File: src/rtl/mexp_pkg.sv
`timescale 1ns / 1ps
// ----------------------------------------------------------------------------
// Modular exponentiation package
// Widths, configuration register indexes and the request/response types
// of the shared modular multiplier.
// ----------------------------------------------------------------------------
package mexp_pkg;

  localparam int DATA_WIDTH    = 16;
  localparam int PROD_WIDTH    = 2 * DATA_WIDTH;
  localparam int STEP_WIDTH    = $clog2(PROD_WIDTH);
  localparam int CFG_IDX_WIDTH = 2;

  typedef logic [DATA_WIDTH-1:0]    word_t;
  typedef logic [CFG_IDX_WIDTH-1:0] cfg_idx_t;

  localparam cfg_idx_t CFG_EXPONENT = cfg_idx_t'(0);
  localparam cfg_idx_t CFG_MODULUS  = cfg_idx_t'(1);

  typedef struct packed {
    logic  start;
    word_t a;
    word_t b;
  } mm_req_t;

  typedef struct packed {
    logic  done;
    word_t result;
  } mm_rsp_t;

endpackage

File: src/rtl/mexp_if.sv
`timescale 1ns / 1ps
// ----------------------------------------------------------------------------
// Modular exponentiation channels
// Valid/ready channels for the base value and the result value.
// ----------------------------------------------------------------------------
interface mexp_in_if;
  logic             valid;
  logic             ready;
  mexp_pkg::word_t  base_value;

  modport source (output valid, output base_value, input ready);
  modport sink   (input valid, input base_value, output ready);
endinterface

interface mexp_out_if;
  logic             valid;
  logic             ready;
  mexp_pkg::word_t  result_value;

  modport source (output valid, output result_value, input ready);
  modport sink   (input valid, input result_value, output ready);
endinterface

File: src/rtl/mexp_mulmod.sv
`timescale 1ns / 1ps
// ----------------------------------------------------------------------------
// Modular multiplier
// A registered multiply, then a restoring remainder one product bit per
// cycle. A zero modulus wraps the product to the data width instead.
// ----------------------------------------------------------------------------
module mexp_mulmod (
  input  logic              clk,
  input  logic              rst_n,
  input  mexp_pkg::word_t   modulus,
  input  mexp_pkg::mm_req_t req,
  output mexp_pkg::mm_rsp_t rsp
);
  import mexp_pkg::*;

  typedef enum logic [2:0] {
    MM_IDLE = 3'b001,
    MM_DIV  = 3'b010,
    MM_WRAP = 3'b100
  } mm_state_t;

  localparam logic [STEP_WIDTH-1:0] LAST_STEP = STEP_WIDTH'(PROD_WIDTH - 1);

  mm_state_t               state_r;
  logic [PROD_WIDTH-1:0]   prod_r;
  word_t                   rem_r;
  logic [STEP_WIDTH-1:0]   step_r;
  logic                    done_r;
  word_t                   result_r;

  logic [DATA_WIDTH:0]     rem_shift;
  logic [DATA_WIDTH:0]     mod_ext;
  logic [DATA_WIDTH:0]     rem_sub;
  word_t                   rem_nxt;

  assign rem_shift = {rem_r, prod_r[PROD_WIDTH-1]};
  assign mod_ext   = {1'b0, modulus};
  assign rem_sub   = rem_shift - mod_ext;
  assign rem_nxt   = (rem_shift >= mod_ext) ? rem_sub[DATA_WIDTH-1:0]
                                             : rem_shift[DATA_WIDTH-1:0];

  always_ff @(posedge clk) begin
    if (!rst_n) begin
      state_r <= MM_IDLE;
      done_r  <= 1'b0;
    end else begin
      done_r <= 1'b0;
      unique case (state_r)
        MM_IDLE: begin
          if (req.start) begin
            state_r <= (modulus == '0) ? MM_WRAP : MM_DIV;
          end
        end
        MM_DIV: begin
          if (step_r == LAST_STEP) begin
            state_r <= MM_IDLE;
            done_r  <= 1'b1;
          end
        end
        MM_WRAP: begin
          state_r <= MM_IDLE;
          done_r  <= 1'b1;
        end
        default: state_r <= MM_IDLE;
      endcase
    end
  end

  always_ff @(posedge clk) begin
    unique case (state_r)
      MM_IDLE: begin
        prod_r <= PROD_WIDTH'(req.a) * PROD_WIDTH'(req.b);
        rem_r  <= '0;
        step_r <= '0;
      end
      MM_DIV: begin
        prod_r <= {prod_r[PROD_WIDTH-2:0], 1'b0};
        rem_r  <= rem_nxt;
        step_r <= step_r + 1'b1;
        if (step_r == LAST_STEP) begin
          result_r <= rem_nxt;
        end
      end
      MM_WRAP: begin
        result_r <= prod_r[DATA_WIDTH-1:0];
      end
      default: begin
        step_r <= '0;
      end
    endcase
  end

  assign rsp.done   = done_r;
  assign rsp.result = result_r;

endmodule

File: src/rtl/modular_exponentiation_unit.sv
`timescale 1ns / 1ps
// ----------------------------------------------------------------------------
// Modular exponentiation unit
// Returns base_value ^ exponent mod modulus by square-and-multiply over a
// shared modular multiplier.
//
//   channel   dir   payload              handshake
//   in_chan   in    base_value [15:0]    valid / ready
//   out_chan  out   result_value [15:0]  valid / ready
//   cfg_*     in    exponent, modulus    cfg_we, no wait
//
// Each modular product is a multiply and then 32 remainder steps, and each
// exponent bit passes through S_STEP; a zero modulus wraps a product instead
// of the remainder steps. Exponent 0xFFFF is the worst case. A zero exponent
// skips the multiplier and goes to S_DONE with a result of 1.
// in_chan.ready is high only while idle; a waiting result does not block the
// next item, which holds in S_DONE. Synchronous reset: exponent 0, modulus 2.
// ----------------------------------------------------------------------------
module modular_exponentiation_unit (
  input  logic                 clk,
  input  logic                 rst_n,
  mexp_in_if.sink              in_chan,
  mexp_out_if.source           out_chan,
  input  logic                 cfg_we,
  input  mexp_pkg::cfg_idx_t   cfg_index,
  input  mexp_pkg::word_t      cfg_wdata
);
  import mexp_pkg::*;

  typedef enum logic [5:0] {
    S_IDLE = 6'b000001,
    S_BASE = 6'b000010,
    S_STEP = 6'b000100,
    S_MUL  = 6'b001000,
    S_SQR  = 6'b010000,
    S_DONE = 6'b100000
  } state_t;

  state_t  state_r, state_nxt;
  word_t   exp_r, mod_r;
  word_t   e_r, e_nxt;
  word_t   acc_r, acc_nxt;
  word_t   sq_r, sq_nxt;
  logic    out_valid_r, out_valid_nxt;
  word_t   out_result_r, out_result_nxt;
  word_t   e_shift;

  mm_req_t mm_req;
  mm_rsp_t mm_rsp;

  mexp_mulmod u_mulmod (
    .clk     (clk),
    .rst_n   (rst_n),
    .modulus (mod_r),
    .req     (mm_req),
    .rsp     (mm_rsp)
  );

  assign e_shift = e_r >> 1;

  always_comb begin
    state_nxt      = state_r;
    e_nxt          = e_r;
    acc_nxt        = acc_r;
    sq_nxt         = sq_r;
    out_valid_nxt  = out_valid_r && !out_chan.ready;
    out_result_nxt = out_result_r;
    mm_req.start   = 1'b0;
    mm_req.a       = acc_r;
    mm_req.b       = sq_r;
    unique case (state_r)
      S_IDLE: begin
        if (in_chan.valid) begin
          e_nxt = exp_r;
          if (exp_r == '0) begin
            acc_nxt   = word_t'(1);
            state_nxt = S_DONE;
          end else begin
            mm_req.start = 1'b1;
            mm_req.a     = in_chan.base_value;
            mm_req.b     = word_t'(1);
            state_nxt    = S_BASE;
          end
        end
      end
      S_BASE: begin
        if (mm_rsp.done) begin
          sq_nxt    = mm_rsp.result;
          acc_nxt   = (mod_r == word_t'(1)) ? '0 : word_t'(1);
          state_nxt = S_STEP;
        end
      end
      S_STEP: begin
        mm_req.start = 1'b1;
        if (e_r[0]) begin
          state_nxt = S_MUL;
        end else begin
          e_nxt     = e_shift;
          mm_req.a  = sq_r;
          state_nxt = S_SQR;
        end
      end
      S_MUL: begin
        if (mm_rsp.done) begin
          acc_nxt = mm_rsp.result;
          e_nxt   = e_shift;
          if (e_shift != '0) begin
            mm_req.start = 1'b1;
            mm_req.a     = sq_r;
            state_nxt    = S_SQR;
          end else begin
            state_nxt = S_DONE;
          end
        end
      end
      S_SQR: begin
        if (mm_rsp.done) begin
          sq_nxt    = mm_rsp.result;
          state_nxt = S_STEP;
        end
      end
      S_DONE: begin
        if (!out_valid_r || out_chan.ready) begin
          out_valid_nxt  = 1'b1;
          out_result_nxt = acc_r;
          state_nxt      = S_IDLE;
        end
      end
      default: state_nxt = S_IDLE;
    endcase
  end

  always_ff @(posedge clk) begin
    if (!rst_n) begin
      state_r     <= S_IDLE;
      out_valid_r <= 1'b0;
      exp_r       <= '0;
      mod_r       <= word_t'(2);
    end else begin
      state_r     <= state_nxt;
      out_valid_r <= out_valid_nxt;
      if (cfg_we && cfg_index == CFG_EXPONENT) begin
        exp_r <= cfg_wdata;
      end
      if (cfg_we && cfg_index == CFG_MODULUS) begin
        mod_r <= cfg_wdata;
      end
    end
  end

  always_ff @(posedge clk) begin
    e_r          <= e_nxt;
    acc_r        <= acc_nxt;
    sq_r         <= sq_nxt;
    out_result_r <= out_result_nxt;
  end

  assign in_chan.ready         = (state_r == S_IDLE);
  assign out_chan.valid        = out_valid_r;
  assign out_chan.result_value = out_result_r;

endmodule

File: src/flat_wrapper.sv
// flat-port wrapper written by rule: the top's interface ports become plain ports
module modular_exponentiation_unit_flat import mexp_pkg::*;
  (clk, rst_n, cfg_we, cfg_index, cfg_wdata, in_chan_valid, in_chan_base_value, in_chan_ready, out_chan_valid, out_chan_result_value, out_chan_ready);
  mexp_in_if in_chan_i ();
  mexp_out_if out_chan_i ();
  input  logic clk;
  input  logic rst_n;
  input  logic cfg_we;
  input  mexp_pkg::cfg_idx_t cfg_index;
  input  mexp_pkg::word_t cfg_wdata;
  input wire logic [$bits(in_chan_i.valid)-1:0] in_chan_valid;
  input wire logic [$bits(in_chan_i.base_value)-1:0] in_chan_base_value;
  output wire logic [$bits(in_chan_i.ready)-1:0] in_chan_ready;
  output wire logic [$bits(out_chan_i.valid)-1:0] out_chan_valid;
  output wire logic [$bits(out_chan_i.result_value)-1:0] out_chan_result_value;
  input wire logic [$bits(out_chan_i.ready)-1:0] out_chan_ready;
  assign in_chan_i.valid = in_chan_valid;
  assign in_chan_i.base_value = in_chan_base_value;
  assign in_chan_ready = in_chan_i.ready;
  assign out_chan_valid = out_chan_i.valid;
  assign out_chan_result_value = out_chan_i.result_value;
  assign out_chan_i.ready = out_chan_ready;
  modular_exponentiation_unit u_core (.clk(clk), .rst_n(rst_n), .in_chan(in_chan_i), .out_chan(out_chan_i), .cfg_we(cfg_we), .cfg_index(cfg_index), .cfg_wdata(cfg_wdata));
endmodule
File: config.mk
export PLATFORM = sky130hd
export DESIGN_NAME = modular_exponentiation_unit_flat
export DESIGN_NICKNAME = d
export VERILOG_FILES = /design/src/rtl/mexp_pkg.sv /design/src/rtl/mexp_if.sv /design/src/rtl/mexp_mulmod.sv /design/src/rtl/modular_exponentiation_unit.sv /design/src/flat_wrapper.sv
export SDC_FILE = /design/constraint.sdc
export NUM_CORES = 1
export LEC_CHECK = 0
export BUFFER_PORTS_ARGS = -buffer_cell sky130_fd_sc_hd__buf_4
export CAP_MARGIN = 0
export CORE_MARGIN = 4
export CORE_UTILIZATION = 30
export DETAILED_ROUTE_END_ITERATION = 16
export HOLD_SLACK_MARGIN = 0.08
export PLACE_DENSITY = 0.44
export SLEW_MARGIN = 10
export SYNTH_ARGS = -nofsm -noshare
export SYNTH_HDL_FRONTEND = slang
export SYNTH_HIERARCHICAL = 1
export SYNTH_SLANG_ARGS = --single-unit
export TNS_END_PERCENT = 100
File: constraint.sdc
create_clock -name clk -period 10.35 [get_ports clk]
set_input_delay 0 -clock clk [delete_from_list [all_inputs] [get_ports clk]]
set_output_delay 0 -clock clk [all_outputs]
set_load 0.05 [all_outputs]
==> flow_summary.toml <==
[setup_path]
reg2regPathDepth = 24
worst-r2r-setup-slack_ns = 1.67
cpMaxStageDelayCell = "a21o_1"
path_max_fanout = 19
crit_path_frequent_cell = "fa_1"
critPathArrivalTime_ns = 8.99
end_kind = "flip-flop"
worstSetupPathType = "reg -> reg"
slowest_delay_ns = 0.56
critPathLaunchType = "flip-flop"
required_ns = 10.66
cp_cell_sequence = "nor4_1, nand2_1, a221oi_2, nand2_1, a21o_1, and2_1, fa_1, inv_1, fa_1, inv_1, fa_1, fa_1, fa_1, inv_1, fa_1, inv_1, ha_1, a21oi_1, a21oi_1, or2b_2, a221oi_4, nor4_1, or4_1, a31oi_1"

[finish]
num-fill-cells = 5774
area_growth_pct = 12.0
layout-drive-gt1-share = 0.0899
fin_nets = 2178

[grt]
antenna_found_initial = 0
grt_pass1_wl_um = 76300
grt_pass1_vias = 13025
grt_max_degree = 56
grt-ovfl-total = 0
grt.total_usage = 0.163

[yosys]
ys_warn_count = 6
syn_nets = 2133
async_flop_share = 0
synth.most_common_cell = "nand2_1"
yosysSeqAreaShare = 0.286
synth_edf_count = 133
synth_cells = 1777
synthesis.area_um2 = 17000
synth.avg_cell_area_um2 = 9.56
yosys.area_share.xor_xnor = 0.0191
synth_mux_area_frac = 0.0109
synth_seq_cells = 176
ys_types = 81
synthFlopType = "edfxtp_1"
synth_top_area_frac = 0.235
synth-simple-area-share = 0.176
synth_common_cells = "nand2_1, inv_1, fa_1"
synth_area_leaders = "edfxtp_1, fa_1, ha_1, nand2_1, inv_1"
synth_compound_area_frac = 0.111
synth_top_family_by_area = "adder cells"
yosys.area_share.adder = 0.320
synth_top_cell_by_area = "edfxtp_1"

[floorplan]
start_util = 0.306
dieArea_um2 = 60500
rows = 86
die_x_um = 246
io_pins = 57
die_h_um = 246
core_region_area_um2 = 55500

[clock_tree]
cts_tree = "built"
clockBufferDepth = 2
cts_sinks = 176
cts_buffers = 17
cts-root-buf = "clkbuf_16"
holdBufCountCts = 23
cts_setup_buffers = 0
clock_latency_ns = 0.48
post_cts_resized = 0
cts.reportedPaths.clkPinSlew_ns = 0.08
htreeDepth = 4

[placement]
place.gp.congestion = 0.828
port-buffer-count = 56
hpwl_um = 36500

[sta]
max_freq_mhz = 115
max_slew_margin = 0.219
fin_skew_ns = 0.0211
worst_pin_slew_ns = 1.16
layout_min_cycle_time_ns = 8.68
hold_viol_final = 0
fin_crit_sh = 0.839
setup_violations = 0
setup_tns_ns = 0
rsz0062_at_grt = "false"
slew_violations = 0

[drt]
wl_um = 47500
wl_per_cell_um = 18.4
drt_iter0_drc = 757
drtPass1Iterations = 5
vias_per_cell = 4.80
via_count = 12396
drc = 0
ant_nets = 0

[outcome]
status = "completed"

[min_path]
whs_path_depth = 4
hold_path.class = "in -> reg"

[job]
maxCapViolCount = 0
[cell families (layout without fill, tap and decap cells)]
family	count (synthesis)	count (layout)
compound gates	276	276
fa+ha+maj	317	317
buf+inv	339	397
mux	18	18
flops	176	176
simple gates	614	614
other cells	0	1
xor+xnor	37	37
[critical path: cells and delay by family (launching register included)]
kind,cells,cell delay (ns)
AOI/OAI and AO/OA,6,1.91
adders and majority gates,7,3.58
buffers and inverters,4,0.21
DFF,1,0.37
and+or+nand+nor,7,2.42
[final cells by class]
type	count	area, µm²	area share
clock inverters	13	111	0.00585
diodes	1	2.50	0.000132
flip-flops and latches	176	4850	0.255
inverters	262	983	0.0517
repair buffers	103	831	0.0437
well taps	748	936	0.0492
multi-input cells	1262	10900	0.570
clock buffers	19	454	0.0239
[sequential cells by signal (all words and copies together), names as in the netlist]
name	count
u_core/u_mulmod/state_r	3
u_core/out_chan.result_value	16
u_core/e_r	16
u_core/out_chan.valid	1
u_core/u_mulmod/step_r	5
u_core/u_mulmod/rem_r	16
u_core/u_mulmod/prod_r	32
u_core/mod_r	16
u_core/exp_r	16
u_core/u_mulmod/result_r	16
u_core/sq_r	16
u_core/state_r	6
u_core/acc_r	16
u_core/u_mulmod/done_r	1
[cell usage in the layout (no fill, tap or decap), types with 5 or more instances in the layout]
cell,Yosys,routed
a211oi_1,5,5
a21o_1,17,17
a21o_2,11,11
a21oi_1,99,99
a22o_1,21,21
a22o_2,9,9
and2_1,139,139
buf_4,2,80
clkbuf_16,0,18
dfxtp_1,43,43
dlygate4sd3_1,0,23
edfxtp_1,133,133
fa_1,195,195
ha_1,122,122
inv_1,261,261
inv_6,0,6
mux2i_1,14,14
nand2_1,270,270
nand3_1,15,15
nand4_1,14,14
nor2_1,82,81
nor2b_1,24,19
nor2b_2,0,5
nor3_1,9,9
nor3b_1,7,6
nor4_1,20,20
o21a_1,10,10
o21ai_0,39,38
o21bai_1,7,7
o311ai_0,5,5
o31ai_1,6,6
xnor2_1,22,22
xor2_1,15,15
[final timing paths]
| kind | startpoint | to |
|---|---|---|
| worst max register to register | u_core/state_r[4] | u_core/u_mulmod/prod_r[31] |
| worst min register to register | u_core/u_mulmod/result_r[2] | u_core/sq_r[2] |
| worst min-delay path | cfg_index[0] | u_core/exp_r[15] |
| worst max-delay path | u_core/state_r[4] | u_core/u_mulmod/prod_r[31] |
[metrics by stage]
step	hold slack, ns	area (µm²)	worst slack (ns)	std cells	utilization
2_1_floorplan	0.0718	17000	1.67	1777	-
3_3_place_gp	0.247	18200	1.88	2528	0.328
3_5_place_dp	0.248	18200	1.74	2528	0.328
4_1_cts	0.129	19000	1.68	2583	0.343
5_1_grt	0.211	19000	1.26	2583	0.343
6_report	0.189	19000	1.67	2584	0.343
[per-layer routing]
layer | global-route usage | vias up | wire length, µm
li1 | - | 5931 | -
met1 | 0.241 | 6159 | 24100
met2 | 0.243 | 247 | 20400
met3 | 0.0280 | 59 | 1850
met4 | 0.0474 | 0 | 1080
met5 | 0 | - | 0
Power is not shown: default switching activity piles up to over one toggle a cycle in this logic, so the estimate is an artifact.
